<file path="config.mk">
export PLATFORM = sky130hd
export DESIGN_NAME = variable_period_pulse_skip
export DESIGN_NICKNAME = d
export VERILOG_FILES = /design/src/rtl/core/vpps_pkg.sv /design/src/rtl/core/vpps_div.sv /design/src/rtl/core/vpps_ctrl.sv /design/src/rtl/core/variable_period_pulse_skip.sv
export SDC_FILE = /design/constraint.sdc
export NUM_CORES = 1
export LEC_CHECK = 0
export ABC_AREA = 1
export BUFFER_PORTS_ARGS = -buffer_cell sky130_fd_sc_hd__buf_2
export CORE_ASPECT_RATIO = 1.5
export CORE_UTILIZATION = 55
export DETAILED_ROUTE_END_ITERATION = 8
export PLACE_DENSITY = 0.89
export SLEW_MARGIN = 25
export SYNTH_ARGS = -nofsm -noshare
export SYNTH_HDL_FRONTEND = slang
export SYNTH_SLANG_ARGS = --single-unit
</file>
<file path="constraint.sdc">
create_clock -name clock -period 5.1 [get_ports clock]
set_input_delay 0.255 -clock clock [delete_from_list [all_inputs] [get_ports clock]]
set_output_delay 0.255 -clock clock [all_outputs]
set_load 0.05 [all_outputs]
</file>
<file path="src/rtl/core/vpps_pkg.sv">
package vpps_pkg;

   localparam int CNT_W = 7;   // tick index and count width
   localparam int LVL_W = 8;   // pump level width

   localparam logic [LVL_W-1:0] LEVEL_MIN_RST = 8'd0;
   localparam logic [LVL_W-1:0] LEVEL_MAX_RST = 8'd99;

   // request op codes
   localparam logic OP_TICK = 1'b0;
   localparam logic OP_SET  = 1'b1;

   // register indexes (byte address bit 2)
   localparam logic REG_LEVEL_MIN = 1'b0;
   localparam logic REG_LEVEL_MAX = 1'b1;

   // level mapper status toward the top level
   typedef struct packed {
      logic             busy;
      logic             done;
      logic [CNT_W-1:0] period;
      logic [CNT_W-1:0] on;
   } staged_type;

endpackage

</file>
<file path="src/rtl/core/vpps_div.sv">
module vpps_div #(
   parameter int DW = 16
) (
   input  logic          clock,
   input  logic          reset,
   input  logic          start,
   input  logic [DW-1:0] dividend,
   input  logic [DW-1:0] divisor,
   output logic          done,
   output logic [DW-1:0] quotient,
   output logic [DW-1:0] remainder
);

   localparam int CW = $clog2(DW + 1);

   logic          busy_ff, busy_in;
   logic          done_ff, done_in;
   logic [CW-1:0] cnt_ff, cnt_in;
   logic [DW-1:0] quo_ff, quo_in;
   logic [DW-1:0] rem_ff, rem_in;
   logic [DW-1:0] den_ff, den_in;
   logic [DW:0]   shifted;
   logic [DW:0]   diff;
   logic          fits;

   // restoring division, one quotient bit per cycle
   assign shifted = {rem_ff, quo_ff[DW-1]};
   assign diff    = shifted - {1'b0, den_ff};
   assign fits    = shifted >= {1'b0, den_ff};

   always_comb begin
      busy_in = busy_ff;
      done_in = 1'b0;
      cnt_in  = cnt_ff;
      quo_in  = quo_ff;
      rem_in  = rem_ff;
      den_in  = den_ff;
      if (start) begin
         busy_in = 1'b1;
         cnt_in  = CW'(DW);
         quo_in  = dividend;
         rem_in  = '0;
         den_in  = divisor;
      end else if (busy_ff) begin
         rem_in = fits ? diff[DW-1:0] : shifted[DW-1:0];
         quo_in = {quo_ff[DW-2:0], fits};
         cnt_in = cnt_ff - CW'(1);
         if (cnt_ff == CW'(1)) begin
            busy_in = 1'b0;
            done_in = 1'b1;
         end
      end
   end

   always_ff @(posedge clock) begin
      if (reset) begin
         busy_ff <= 1'b0;
         done_ff <= 1'b0;
         cnt_ff  <= '0;
      end else begin
         busy_ff <= busy_in;
         done_ff <= done_in;
         cnt_ff  <= cnt_in;
      end
      quo_ff <= quo_in;
      rem_ff <= rem_in;
      den_ff <= den_in;
   end

   assign done      = done_ff;
   assign quotient  = quo_ff;
   assign remainder = rem_ff;

endmodule

</file>
<file path="src/rtl/core/vpps_ctrl.sv">
module vpps_ctrl #(
   parameter int MAX_PERIOD = 100,
   parameter int DW         = 16
) (
   input  logic                      clock,
   input  logic                      reset,
   input  logic                      start,
   input  logic [vpps_pkg::LVL_W-1:0] level,
   input  logic [vpps_pkg::LVL_W-1:0] level_min,
   input  logic [vpps_pkg::LVL_W-1:0] level_max,
   output vpps_pkg::staged_type      status,
   output logic                      div_start,
   output logic [DW-1:0]             div_dividend,
   output logic [DW-1:0]             div_divisor,
   input  logic                      div_done,
   input  logic [DW-1:0]             div_quotient,
   input  logic [DW-1:0]             div_remainder
);

   import vpps_pkg::*;

   localparam logic [2:0] ST_IDLE = 3'd0;
   localparam logic [2:0] ST_MAP  = 3'd1;   // waiting on mapping divide
   localparam logic [2:0] ST_GCD  = 3'd2;   // Euclid check / launch
   localparam logic [2:0] ST_MOD  = 3'd3;   // waiting on a % b
   localparam logic [2:0] ST_PER  = 3'd4;   // waiting on MAX_PERIOD / g
   localparam logic [2:0] ST_ON   = 3'd5;   // waiting on raw / g

   localparam logic [CNT_W-1:0] MAXP = CNT_W'(MAX_PERIOD);

   logic [2:0]       state_ff, state_in;
   logic [CNT_W-1:0] a_ff, a_in;
   logic [CNT_W-1:0] b_ff, b_in;
   logic [CNT_W-1:0] raw_ff, raw_in;
   logic [CNT_W-1:0] period_ff, period_in;

   logic [LVL_W-1:0] lv;
   logic [LVL_W-1:0] num;
   logic [LVL_W-1:0] span;
   logic             has_range;

   // clamp and map operands, valid in the start cycle
   always_comb begin
      if (level < level_min)      lv = level_min;
      else if (level > level_max) lv = level_max;
      else                        lv = level;
      has_range = level_max > level_min;
      num       = lv - level_min;
      span      = level_max - level_min;
   end

   always_comb begin
      state_in     = state_ff;
      a_in         = a_ff;
      b_in         = b_ff;
      raw_in       = raw_ff;
      period_in    = period_ff;
      div_start    = 1'b0;
      div_dividend = '0;
      div_divisor  = '0;
      case (state_ff)
         ST_IDLE: begin
            if (start) begin
               if (has_range) begin
                  // round half up: (2*num*MAXP + range) / (2*range)
                  div_start    = 1'b1;
                  div_dividend = DW'(num) * DW'(2 * MAX_PERIOD) + DW'(span);
                  div_divisor  = DW'({span, 1'b0});
                  state_in     = ST_MAP;
               end else begin
                  raw_in   = '0;
                  a_in     = '0;
                  b_in     = MAXP;
                  state_in = ST_GCD;
               end
            end
         end
         ST_MAP: begin
            if (div_done) begin
               raw_in   = div_quotient[CNT_W-1:0];
               a_in     = div_quotient[CNT_W-1:0];
               b_in     = MAXP;
               state_in = ST_GCD;
            end
         end
         ST_GCD: begin
            div_start = 1'b1;
            if (b_ff != '0) begin
               div_dividend = DW'(a_ff);
               div_divisor  = DW'(b_ff);
               state_in     = ST_MOD;
            end else begin
               // a holds the gcd
               div_dividend = DW'(MAXP);
               div_divisor  = DW'(a_ff);
               state_in     = ST_PER;
            end
         end
         ST_MOD: begin
            if (div_done) begin
               a_in     = b_ff;
               b_in     = div_remainder[CNT_W-1:0];
               state_in = ST_GCD;
            end
         end
         ST_PER: begin
            if (div_done) begin
               period_in    = div_quotient[CNT_W-1:0];
               div_start    = 1'b1;
               div_dividend = DW'(raw_ff);
               div_divisor  = DW'(a_ff);
               state_in     = ST_ON;
            end
         end
         ST_ON: begin
            if (div_done) state_in = ST_IDLE;
         end
         default: begin
            state_in = ST_IDLE;
         end
      endcase
   end

   always_ff @(posedge clock) begin
      if (reset) begin
         state_ff <= ST_IDLE;
      end else begin
         state_ff <= state_in;
      end
      a_ff      <= a_in;
      b_ff      <= b_in;
      raw_ff    <= raw_in;
      period_ff <= period_in;
   end

   assign status.busy   = state_ff != ST_IDLE;
   assign status.done   = (state_ff == ST_ON) && div_done;
   assign status.period = period_ff;
   assign status.on     = div_quotient[CNT_W-1:0];

endmodule

</file>
<file path="src/rtl/core/variable_period_pulse_skip.sv">
// Channel   Direction  Ports                                   Moves
// req       in         req_valid/ready, req_op, req_level      tick or set-level item
// rsp       out        rsp_valid/ready, rsp_pump_on,           one result per item
//                      rsp_period_end
// csr       in/out     psel/penable/pwrite/paddr/pwdata,       level_min, level_max
//                      prdata, pready
//
// A tick is done in the accept cycle; its result lands in the output register.
// A set-level item answers at once, then the shared divider runs the mapping
// divide (skipped for an empty or inverted range), Euclid (up to about ten
// a % b steps, each with its own launch state) and two quotient divides; no
// new item is taken meanwhile.
// Synchronous active-high reset; no clearing pass. req_ready also drops while
// a result waits and rsp_ready is low.
module variable_period_pulse_skip #(
   parameter int MAX_PERIOD = 100
) (
   input  logic                       clock,
   input  logic                       reset,
   // request channel
   input  logic                       req_valid,
   output logic                       req_ready,
   input  logic                       req_op,
   input  logic [vpps_pkg::LVL_W-1:0] req_level,
   // result channel
   output logic                       rsp_valid,
   input  logic                       rsp_ready,
   output logic                       rsp_pump_on,
   output logic                       rsp_period_end,
   // register port
   input  logic                       psel,
   input  logic                       penable,
   input  logic                       pwrite,
   input  logic [2:0]                 paddr,
   input  logic [31:0]                pwdata,
   output logic [31:0]                prdata,
   output logic                       pready
);

   import vpps_pkg::*;

   // widest mapping numerator: 2*255*MAX_PERIOD + 255
   localparam int DIV_W = $clog2(2 * 255 * MAX_PERIOD + 256);
   localparam logic [CNT_W-1:0] MAXP = CNT_W'(MAX_PERIOD);

   // config registers
   logic [LVL_W-1:0] level_min_ff, level_min_in;
   logic [LVL_W-1:0] level_max_ff, level_max_in;

   // period state
   logic [CNT_W-1:0] tick_index_ff, tick_index_in;
   logic [CNT_W-1:0] cur_period_ff, cur_period_in;
   logic [CNT_W-1:0] cur_on_ff, cur_on_in;
   logic [CNT_W-1:0] staged_period_ff, staged_period_in;
   logic [CNT_W-1:0] staged_on_ff, staged_on_in;
   logic             drive_ff, drive_in;

   // output register
   logic             rsp_valid_ff, rsp_valid_in;
   logic             rsp_pump_on_ff, rsp_pump_on_in;
   logic             rsp_period_end_ff, rsp_period_end_in;

   logic             accept;
   logic             csr_write;
   logic             drive_tick;
   logic [CNT_W-1:0] index_next;
   logic             wrap;

   staged_type       sts;
   logic             div_start;
   logic [DIV_W-1:0] div_dividend;
   logic [DIV_W-1:0] div_divisor;
   logic             div_done;
   logic [DIV_W-1:0] div_quotient;
   logic [DIV_W-1:0] div_remainder;

   // take a new item only when the mapper is idle and the output slot frees up
   assign req_ready = !sts.busy && (!rsp_valid_ff || rsp_ready);
   assign accept    = req_valid && req_ready;

   // register writes
   assign pready    = 1'b1;
   assign csr_write = psel && penable && pwrite;

   always_comb begin
      level_min_in = level_min_ff;
      level_max_in = level_max_ff;
      if (csr_write) begin
         case (paddr[2])
            REG_LEVEL_MIN: level_min_in = pwdata[LVL_W-1:0];
            REG_LEVEL_MAX: level_max_in = pwdata[LVL_W-1:0];
            default:       level_min_in = level_min_ff;
         endcase
      end
   end

   always_comb begin
      case (paddr[2])
         REG_LEVEL_MIN: prdata = {{(32-LVL_W){1'b0}}, level_min_ff};
         REG_LEVEL_MAX: prdata = {{(32-LVL_W){1'b0}}, level_max_ff};
         default:       prdata = '0;
      endcase
   end

   // zero-cross tick: drive from the index, then advance and maybe wrap
   always_comb begin
      drive_tick = drive_ff;
      if (tick_index_ff < MAXP) drive_tick = tick_index_ff < cur_on_ff;
      index_next = tick_index_ff + CNT_W'(1);
      wrap       = index_next >= cur_period_ff;
   end

   always_comb begin
      tick_index_in     = tick_index_ff;
      cur_period_in     = cur_period_ff;
      cur_on_in         = cur_on_ff;
      staged_period_in  = staged_period_ff;
      staged_on_in      = staged_on_ff;
      drive_in          = drive_ff;
      rsp_pump_on_in    = rsp_pump_on_ff;
      rsp_period_end_in = rsp_period_end_ff;
      rsp_valid_in      = rsp_valid_ff && !rsp_ready;

      // new counts from the mapper; never in the same cycle as a tick
      if (sts.done) begin
         staged_period_in = sts.period;
         staged_on_in     = sts.on;
      end

      if (accept) begin
         rsp_valid_in = 1'b1;
         if (req_op == OP_TICK) begin
            drive_in          = drive_tick;
            rsp_pump_on_in    = drive_tick;
            rsp_period_end_in = wrap;
            if (wrap) begin
               tick_index_in = '0;
               cur_period_in = staged_period_ff;
               cur_on_in     = staged_on_ff;
            end else begin
               tick_index_in = index_next;
            end
         end else begin
            // set-level: output unchanged, counts staged later
            rsp_pump_on_in    = drive_ff;
            rsp_period_end_in = 1'b0;
         end
      end
   end

   always_ff @(posedge clock) begin
      if (reset) begin
         level_min_ff     <= LEVEL_MIN_RST;
         level_max_ff     <= LEVEL_MAX_RST;
         tick_index_ff    <= '0;
         cur_period_ff    <= '0;
         cur_on_ff        <= '0;
         staged_period_ff <= '0;
         staged_on_ff     <= '0;
         drive_ff         <= 1'b0;
         rsp_valid_ff     <= 1'b0;
      end else begin
         level_min_ff     <= level_min_in;
         level_max_ff     <= level_max_in;
         tick_index_ff    <= tick_index_in;
         cur_period_ff    <= cur_period_in;
         cur_on_ff        <= cur_on_in;
         staged_period_ff <= staged_period_in;
         staged_on_ff     <= staged_on_in;
         drive_ff         <= drive_in;
         rsp_valid_ff     <= rsp_valid_in;
      end
      rsp_pump_on_ff    <= rsp_pump_on_in;
      rsp_period_end_ff <= rsp_period_end_in;
   end

   assign rsp_valid      = rsp_valid_ff;
   assign rsp_pump_on    = rsp_pump_on_ff;
   assign rsp_period_end = rsp_period_end_ff;

   // level mapper sequencer
   vpps_ctrl #(
      .MAX_PERIOD (MAX_PERIOD),
      .DW         (DIV_W)
   ) u_ctrl (
      .clock         (clock),
      .reset         (reset),
      .start         (accept && (req_op == OP_SET)),
      .level         (req_level),
      .level_min     (level_min_ff),
      .level_max     (level_max_ff),
      .status        (sts),
      .div_start     (div_start),
      .div_dividend  (div_dividend),
      .div_divisor   (div_divisor),
      .div_done      (div_done),
      .div_quotient  (div_quotient),
      .div_remainder (div_remainder)
   );

   // shared bit-serial divider
   vpps_div #(
      .DW (DIV_W)
   ) u_div (
      .clock     (clock),
      .reset     (reset),
      .start     (div_start),
      .dividend  (div_dividend),
      .divisor   (div_divisor),
      .done      (div_done),
      .quotient  (div_quotient),
      .remainder (div_remainder)
   );

endmodule

</file>
==> impl_results.md, run 1 <==
* Routed WL at 26300 um
* CP max stage delay at 510 ps
* Cts hold-fix bufs at 0
* DRT antenna net count at 0
* Synth top area share at 18.3%
* # setup viols final at 3
* CTS Buf Count at 17
* Buffers on Ports at 36
* Syn Std Cell Area at 9050 um^2
* Placed standard-cell area at 9730 um^2
* Post-synthesis cell count at about 1200
* Status: finished with violations
* Peak fanout along the critical path at 6
* GPL Wtd Cong at around 0.95
* DR vias/cell at 5.97
* Met2 Usage GRT at 53.4%
* Power, Total at between 7 and 8 mW
* Crit share post-route at 102%
* Power density over the cells at 674 nW/um^2
* Lkg Pwr at 5.06 nW
* Hold WC Path Type: input port to register
* Hold Fails Final Rpt at 0
* Congestion Overflow GR at 0
* Crit-path slowest cell: fa_1
* Slew HR at a little under a third
* Syn. warnings at 0
* Async S/R FF share, synth at 0%
* Maximum operating frequency at 193 MHz
* Wirelength per Cell at 17.2 um
* Worst EP arrival at 5360 ps
* Worst VDD drop at just under 0.0005 V
* CTS clk-pin slew, worst paths at 70 ps
* DR pass1 iterations at 9
* Initial Utilization at 56.1%
* Worst endpoint required time at between 5000 and 6000 ps
* Layout area overhead at 21.2%
* Root Driver: clkbuf_16
* Residual DRC at 0
* Core footprint at 16100 um^2
* First-pass GRT wire length at about 38000 um
* Largest area contributor in the netlist: edfxtp_1
* Die area at 17000 um^2
* Final core utilization at 68.1%
* GRT Total Usage at roughly 28%
* Synth cell types at 42
* CTS tree: built
* Vias in the first global route at 8608
* Fin. max-slew vios at 0
* Final min period at 5180 ps
* Setup crit end kind: register
* Bufs on Longest Clock Path at 2
* Syn_area_per_cell at 7.49 um^2
* # fillers at roughly 1100
* Largest net degree at the start of global routing at 46
* Ranking of synthesized cells by area: edfxtp_1 18%, dfxtp_1 17%, ha_1 12%, nand2_1 11%, inv_1 6.9%
* Layout Skew at 10.9 ps
* Met1 Use GR at 27.0%
* M3 GR Usage at 4.34%
* Final net count at 1453
* Die extent in x at 107 um
* Clock Latency Late Sink at 430 ps
* GRT busiest layer: met2
* Ports at 88
* H-tree Lvls at 4
* Worst setup margin at -84.9 ps
* Row cnt at 57
* Setup TNS Final at -186 ps
* Startpoint Class: register
* Share of post-route cells with drive strength above 1 at 19.8%
* Total number of vias at 9115
* Worst setup path category: register to register
* Failing checks: setup timing
* #FFs+latches synth at 134
* EDFF count, synth at 55
* Max cap viols at 0
* Die Ht at approximately 160 um
* Clk sink count at 134
* Initial antenna violation count at 0
* Register area share after synthesis at 35.7%
* Initial DRC count at 1002
* DP HPWL at 16900 um
* CP dominant cell by count: nand2_2
* Design area at 11000 um^2
* # diodes at 0
* Synth Flop Type: dfxtp_1
* RSZ-0062 raised after global routing: yes
* Worst-margin pin slew at 1040 ps
-- through the flow --
| step | worst slack, ps | hold slack (ps) | instances |
|---|---|---|---|
| after floorplan | -14.0 | 381 | 1231 |
| after global placement | -73.9 | 428 | 1482 |
| after detailed placement | -240 | 440 | 1482 |
| after CTS | -6.08 | 59.3 | 1519 |
| after global routing | -242 | 81.4 | 1526 |
| final | -84.9 | 85.9 | 1526 |
-- synth_stat cells, drive strengths merged, types with 12 or more instances --
master and n:
a21oi 82, ha 88, dfxtp 79, edfxtp 55, nand4 20, nand3 48, nor2 126, clkbuf 17
inv 168, buf 32, nand2 274, xor2 25, o21ai 106, nor3 17, nand3b 12
-- cell families (layout without fill, tap and decap cells) --
| kind of cell | after synthesis | after routing | share of synthesized area [%] |
|---|---|---|---|
| and+or+nand+nor | 503 | 504 | 23.7 |
| AOI/OAI and AO/OA | 223 | 223 | 13.2 |
| buffers and inverters | 218 | 306 | 10.3 |
| DFF | 134 | 134 | 35.7 |
| adders and majority gates | 95 | 95 | 13.7 |
| xor gates and xnor gates | 33 | 33 | 3.19 |
| other | 2 | 25 | 0.0830 |
-- cell type report --
class,count,area (um^2),area share [%]
clock inverter,14,134,1.22
tap,206,258,2.35
timing repair buffer,105,702,6.40
inverter,169,634,5.78
multi-input combinational,880,5560,50.7
sequential,134,3240,29.6
clock buffer,18,439,4.00
-- path summary, 6_finish.rpt --
kind,start,to,slack [ps],depth (start not counted)
setup / recovery,level_min_ff[1]$_SDFFE_PP0P_,u_div.quotient[13]$_DFFE_PP_,-80,33
setup reg to reg,level_min_ff[1]$_SDFFE_PP0P_,u_div.quotient[13]$_DFFE_PP_,-80,33
hold / removal,pwdata[5],level_max_ff[5]$_SDFFE_PP1P_,90,3
hold reg to reg,u_div.remainder[4]$_SDFFE_PP0P_,u_div.remainder[4]$_SDFFE_PP0P_,470,2
-- power by group --
part / internal (mW) / leakage (nW) / switching (mW) / total (mW)
sequential: 1.46 / 1.15 / 0.195 / 1.66
clock: 0.696 / 0.289 / 0.515 / 1.21
combinational: 1.81 / 3.62 / 2.71 / 4.52
-- placed cells by master, fill, tap and decap left out, drive strengths merged, types with 5 or more instances in the layout --
cell type | netlist | final
nand4 | 20 | 20
dfxtp | 79 | 79
o21ai | 106 | 106
edfxtp | 55 | 55
a21oi | 82 | 82
nor2 | 126 | 126
fa | 7 | 7
inv | 168 | 178
ha | 88 | 88
nand2 | 274 | 275
xor2 | 25 | 25
nor3 | 17 | 17
o22ai | 8 | 8
clkbuf | 17 | 18
nand3 | 48 | 48
xnor2 | 8 | 8
o21a | 5 | 5
nand3b | 12 | 12
conb | 2 | 25
buf | 32 | 105
-- sequential cells by signal (all words and copies together) (netlist names), 5 cells and up --
name / flops
u_div.remainder: 16
u_ctrl.raw_ff: 7
u_ctrl.a_ff: 7
u_div.quotient: 16
level_min_ff: 8
cur_on_ff: 7
u_ctrl.period_ff: 7
u_div.cnt_ff: 5
staged_period_ff: 7
staged_on_ff: 7
u_div.den_ff: 9
cur_period_ff: 7
tick_index_ff: 7
u_ctrl.b_ff: 7
level_max_ff: 8
-- worst max-delay path, delay by kind of cell, from the launching register on --
kind	cells	cell delay (ps)
AOI/OAI and AO/OA	4	510
xor gates and xnor gates	1	200
adders and majority gates	6	2030
buffers and inverters	6	440
DFF	1	330
and+or+nand+nor	16	1440
-- layer usage --
layer,vias to the layer above,routed length (um)
met1,4170,8700
met5,-,0
li1,4151,-
met2,567,13600
met4,0,2120
met3,227,1870
-- timing repair --
item / CTS / global route
gates cloned: 1 / 0
pin swaps: 14 / 56
buffers inserted: 4 / 7
setup endpoints to repair: 6 / 7
resized for setup: 29 / 94
No activity file was read; power rests on OpenSTA's default activity.
==> run 2, diff against run 1 <==
CORE_UTILIZATION = 50   (was 55)
PLACE_DENSITY = 0.69   (was 0.89)
==> impl_results.md, run 2 (synthesized netlist as in run 1, its figures left out) <==
* Status: finished with violations
* Failing checks: DRC
* # diodes at 0 (unchanged)
* Hold Fails Final Rpt at 0 (unchanged)
* Crit-path slowest cell: fa_1
* Pre-CTS setup slack at -244 ps (-3.14 ps)
* Setup crit end kind: register
* Routed WL at 21700 um (-17%)
* Largest net degree at the start of global routing at 46 (unchanged)
* Int Pwr at 4.02 mW (+1.2%)
* Congestion Overflow GR at 0 (unchanged)
* DRT antenna net count at 0 (unchanged)
* CTS Buf Count at 17 (unchanged)
* Maximum operating frequency at 200 MHz (+3.8%)
* GRT Total Usage at 23.4% (-4.6 points)
* Worst endpoint required time at 5270 ps (about the same)
* H-tree Lvls at 4 (unchanged)
* Worst-margin pin slew at 1010 ps (-31.2 ps)
* First-pass GRT wire length at 34900 um (-7.9%)
* Root Driver: clkbuf_16
* Lkg Pwr at 5.08 nW (+0.35%)
* Bufs on Longest Clock Path at 2 (unchanged)
* Clock power frac at 17.3% (+0.9 points)
* Clock Latency Late Sink at 420 ps (about the same)
* WP buf/inv at 5 (-1)
* Sw frac at 43.0% (-3.2 points)
* Die Ht at 167 um (+4.8%)
* Worst EP arrival at 5170 ps (-190 ps)
* Switching Power at 3.04 mW (-11%)
* CP dominant cell by count: nand2_1
* Die area at 18700 um^2 (+9.8%)
* Fin. max-slew vios at 0 (unchanged)
* Row cnt at 59 (+3.5%)
* Initial Utilization at 51.7% (-4.4 points)
* CTS tree: built
* Core footprint at 17500 um^2 (+8.5%)
* DR pass1 iterations at 7 (-2)
* Power density over the cells at 646 nW/um^2 (-4.1%)
* # setup viols final at 0 (-3)
* Share of post-route cells with drive strength above 1 at 18.1% (-1.6 points)
* Commonest cells after routing, fill and taps aside: 254 x nand2_1, 155 x inv_1, 116 x nor2_1
* Worst VDD drop at 0.000668 V (+34%)
* R2R Setup Slk at 110 ps (+190 ps)
* Placed standard-cell area at 9860 um^2 (+1.2%)
* CTS clk-pin slew, worst paths at 60 ps (about the same)
* Sequential Power Share at 23.3% (+0.9 points)
* RSZ-0062 raised after global routing: yes
* Clk sink count at 134 (unchanged)
* Layout Skew at 13.9 ps (+2.97 ps)
* Worst setup margin at 106 ps (+191 ps)
* Ports at 88 (unchanged)
* Peak fanout along the critical path at 5 (-1)
* DP HPWL at 16400 um (-2.8%)
* Slew HR at 32.1% (+2.1 points)
* Final min period at 4990 ps (-191 ps)
* Most common cell after layout, fill and taps aside: nand2_1
* Cts hold-fix bufs at 0 (unchanged)
* Max cap viols at 0 (unchanged)
* Vias in the first global route at 7776 (-9.7%)
* Die extent in x at 112 um (+4.8%)
* Initial DRC count at 511 (-49%)
* Initial antenna violation count at 0 (unchanged)
* CP max stage delay at 510 ps (about the same)
* Wirelength per Cell at 14.1 um (-18%)
* DR vias/cell at 5.29 (-11%)
* Final net count at 1461 (+0.55%)
* Hold WC Path Type: input port to register
* GPL Wtd Cong at 0.894 (-6.0%)
* Crit share post-route at 97.9% (-3.8 points)
* Residual DRC at 3 (+3)
* Startpoint Class: register
* Buffers on Ports at 36 (unchanged)
* Crit-path leading delay family: adder cells
* Worst setup path category: register to register
* Gate power share at 59.4% (-1.8 points)
* Design area at 10900 um^2 (-0.39%)
* Layout area overhead at 20.8%
* Total number of vias at 8148 (-11%)
-- run 2: cell types whose count changed in the layout (fill, tap and decap cells not counted), sizes merged --
cell,previous run,this run
buf,105,113
inv,178,173
clkbuf,18,21
clkinv,4,6
-- run 2: layer usage --
layer  vias to the layer above  global-route usage [%]  share of wire, %
li1                       4148                       -                 -
met1                      3711                    23.4                38
met2                       216                    44.5                53
met3                        73                    3.64               3.2
met4                         0                    14.3               5.1
met5                         -                       0                 0
-- run 2: power by group through the flow --
stage / Clock, mW / Combinational (mW) / Sequential, mW
final: 1.22 / 4.19 / 1.65
after global routing: 1.28 / 4.70 / 1.68
after CTS: 1.24 / 3.82 / 1.65
after detailed placement: 0 / 3.59 / 1.67
after global placement: 0 / 3.52 / 1.66
after floorplan: 0 / 2.52 / 1.64
-- run 2: through the flow --
stage / power, mW / setup TNS, ps / cells / util, % / hold WS [ps]
detailed placement: 5.26 / -1080 / 1504 / 56.3 / 436
floorplan: 4.16 / -14.7 / 1231 / - / 381
finish: 7.06 / 0 / 1541 / 62.5 / 76.1
global placement: 5.18 / -577 / 1504 / 56.3 / 434
global route: 7.66 / -602 / 1541 / 62.5 / 66.0
CTS: 6.70 / 0 / 1540 / 60.8 / 64.5
-- run 2: layout make-up --
type,count,area (um^2)
Fill cell,1532,6570
Multi-Input combinational cell,880,5430
Sequential cell,134,3240
Timing Repair Buffer,113,762
Inverter,169,634
Clock buffer,21,483
Tap cell,213,267
Clock inverter,11,110
-- run 2: repair_timing --
action | CTS | global route
setup buffers | 3 | 1
pin swaps | 15 | 32
resized for setup | 30 | 57
gates cloned | 1 | 0
endpoints found under the setup margin | 6 | 6
hold endpoints to repair | 0 | 0
-- run 2: final timing paths --
check                               start                       endpoint  cells past startpoint
max          level_max_ff[7]$_SDFFE_PP0P_   u_div.quotient[14]$_DFFE_PP_                     31
min                             pwdata[5]   level_max_ff[5]$_SDFFE_PP1P_                      3
max reg2reg  level_max_ff[7]$_SDFFE_PP0P_   u_div.quotient[14]$_DFFE_PP_                     31
min reg2reg   u_div.quotient[4]$_DFFE_PP_  u_ctrl.period_ff[4]$_DFFE_PP_                      0
-- run 2: worst register-to-register path, delay by kind of cell (launching register included) --
family	cells	cell delay (ps)
fa+ha+maj	7	2260
flops	1	330
simple gates	15	1300
buf+inv	5	320
xor+xnor	1	180
compound gates	3	350
==> run 3, diff against run 2 <==
PLACE_DENSITY = 0.66   (was 0.69)
clock period = 5.92 ns   (was 5.1 ns; I/O delays follow)
==> impl_results.md, run 3 (synthesized netlist as in run 1, its figures left out) <==
* Status: finished with violations
* Failing checks: DRC
* Placed standard-cell area at 9440 um^2 (-4.2%)
* Residual DRC at 3 (unchanged)
* CTS tree: built
* Congestion Overflow GR at 0 (unchanged)
* Commonest cells after routing, fill and taps aside: 269 x nand2_1, 166 x inv_1, 120 x nor2_1
* Power density over the cells at 523 nW/um^2 (-19%)
* CTS clk-pin slew, worst paths at 60 ps (about the same)
* Final net count at 1407 (-3.7%)
* Slew HR at 50.8% (+19 points)
* Cts hold-fix bufs at 0 (unchanged)
* CP endpoint: u_div.quotient[15]$_DFFE_PP_
* Cell depth of the worst flop-to-flop path at 31 (unchanged)
* Core footprint at 17500 um^2 (unchanged)
* H-tree Lvls at 4 (unchanged)
* Max cap viols at 0 (unchanged)
* Crit-path slowest cell: fa_1
* Bufs on Longest Clock Path at 2 (unchanged)
* Final non-filler cell total at 1487 (-3.5%)
* Peak fanout along the critical path at 6 (+1)
* Initial Utilization at 51.7% (unchanged)
* Layout Skew at 13.3 ps (-0.577 ps)
* Die extent in x at 112 um (unchanged)
* RR Startpoint: level_max_ff[7]$_SDFFE_PP0P_
* Fin. max-slew vios at 0 (unchanged)
* Worst setup path category: register to register
* Hold Fails Final Rpt at 0 (unchanged)
* GRT Total Usage at 22.4% (-0.92 points)
* # setup viols final at 0 (unchanged)
* Largest net degree at the start of global routing at 46 (unchanged)
* GPL Wtd Cong at 0.893 (about the same)
* Design area at 10100 um^2 (-7.5%)
* Clk sink count at 134 (unchanged)
* Buffers on Ports at 36 (unchanged)
* Ports at 88 (unchanged)
* First-pass GRT wire length at 33300 um (-4.7%)
* Worst endpoint required time at 6100 ps (+830 ps)
* Clock Latency Late Sink at 430 ps (about the same)
* Hold WC Path Type: input port to register
* # diodes at 0 (unchanged)
* DRT antenna net count at 0 (unchanged)
* Die Ht at 167 um (unchanged)
* Row cnt at 59 (unchanged)
* Lkg Pwr at 4.81 nW (-5.3%)
* Die area at 18700 um^2 (unchanged)
* Worst EP arrival at 5680 ps (+510 ps)
* CP dominant cell by count: nand2_1
* Vias in the first global route at 7358 (-5.4%)
* Setup crit end kind: register
* CTS Buf Count at 17 (unchanged)
* Routed WL at 20900 um (-4.0%)
* Initial antenna violation count at 0 (unchanged)
* Maximum operating frequency at 182 MHz (-9.2%)
* Worst-margin pin slew at 732 ps (-279 ps)
* Worst VDD drop at 0.000488 V (-27%)
* R2R Setup Slk at 420 ps (+320 ps)
* DP HPWL at 16100 um (-1.7%)
* CP startpoint: level_max_ff[7]$_SDFFE_PP0P_
* Placed insts at 1451 (-3.5%)
* Layout area overhead at 11.7%
* Share of post-route cells with drive strength above 1 at 9.65% (-8.5 points)
* Wirelength per Cell at 14.0 um (-0.54%)
* Crit share post-route at 92.9% (-5.0 points)
* DR vias/cell at 5.26 (-0.45%)
* Final min period at 5500 ps (+504 ps)
* Root Driver: clkbuf_16
* DR pass1 iterations at 7 (unchanged)
* Most common cell after layout, fill and taps aside: nand2_1
* Startpoint Class: register
* Initial DRC count at 382 (-25%)
* Total number of vias at 7827 (-3.9%)
* CP max stage delay at 530 ps (+20 ps)
* R2r endpoint: u_div.quotient[15]$_DFFE_PP_
==> run 3: worst min path at each step <==
| stage | depth (start not counted) | endpoint | slack, ps | from |
|---|---|---|---|---|
| 3_3_place_gp | 0 | u_ctrl.period_ff[6]$_DFFE_PP_ | 430 | u_div.quotient[6]$_DFFE_PP_ |
| 3_5_place_dp | 0 | u_ctrl.period_ff[6]$_DFFE_PP_ | 430 | u_div.quotient[6]$_DFFE_PP_ |
| 2_1_floorplan | 2 | level_max_ff[0]$_SDFFE_PP1P_ | 420 | pwdata[0] |
| 6_report | 3 | level_max_ff[5]$_SDFFE_PP1P_ | 100 | pwdata[5] |
| 4_1_cts | 3 | level_max_ff[5]$_SDFFE_PP1P_ | 90 | pwdata[5] |
| 5_1_grt | 3 | level_max_ff[0]$_SDFFE_PP1P_ | 110 | pwdata[0] |
==> run 3: through the flow <==
step | power (mW) | setup WS, ps | utilization, % | setup TNS [ps] | hold WS [ps]
after floorplan | 3.57 | 489 | - | 0 | 422
after global placement | 4.16 | 146 | 53.9 | 0 | 432
after detailed placement | 4.21 | 71.6 | 54.0 | 0 | 434
after CTS | 5.30 | 23.9 | 57.4 | 0 | 92.7
after global routing | 5.76 | -13.3 | 57.8 | -21.5 | 107
final | 5.29 | 422 | 57.8 | 0 | 102
==> run 3: repair_timing <==
action                                  in CTS  in global routing
resized for setup                            0                 17
endpoints found under the setup margin       0                  6
buffers inserted                             0                  3
==> run 3: cell type report <==
class / count / area, um^2
tap: 213 / 267
timing repair buffer: 59 / 353
clock inverter: 14 / 164
sequential: 134 / 3240
clock buffer: 18 / 429
multi-input combinational: 880 / 5020
fill: 1665 / 7390
inverter: 169 / 634
==> run 3: where the power goes <==
| group | internal [mW] | leakage, nW | switching [mW] |
|---|---|---|---|
| combinational | 1.05 | 3.37 | 1.75 |
| sequential | 1.26 | 1.15 | 0.158 |
| clock | 0.633 | 0.291 | 0.441 |
| total | 2.94 | 4.81 | 2.35 |
==> run 3: critical path: cells and delay by family, from the launching register on <==
family	cells	cell delay, ps
and+or+nand+nor	16	1670
DFF	1	360
buffers and inverters	4	240
adders and majority gates	7	2340
xor gates and xnor gates	1	260
AOI/OAI and AO/OA	3	390
==> run 3: layer usage <==
| layer | share of wire, % | vias to the layer above | global-route usage, % |
|---|---|---|---|
| met5 | 0 | - | 0 |
| met4 | 4.3 | 0 | 12.0 |
| met3 | 3.1 | 57 | 3.86 |
| li1 | - | 4049 | - |
| met1 | 40 | 3566 | 23.4 |
| met2 | 52 | 155 | 42.2 |
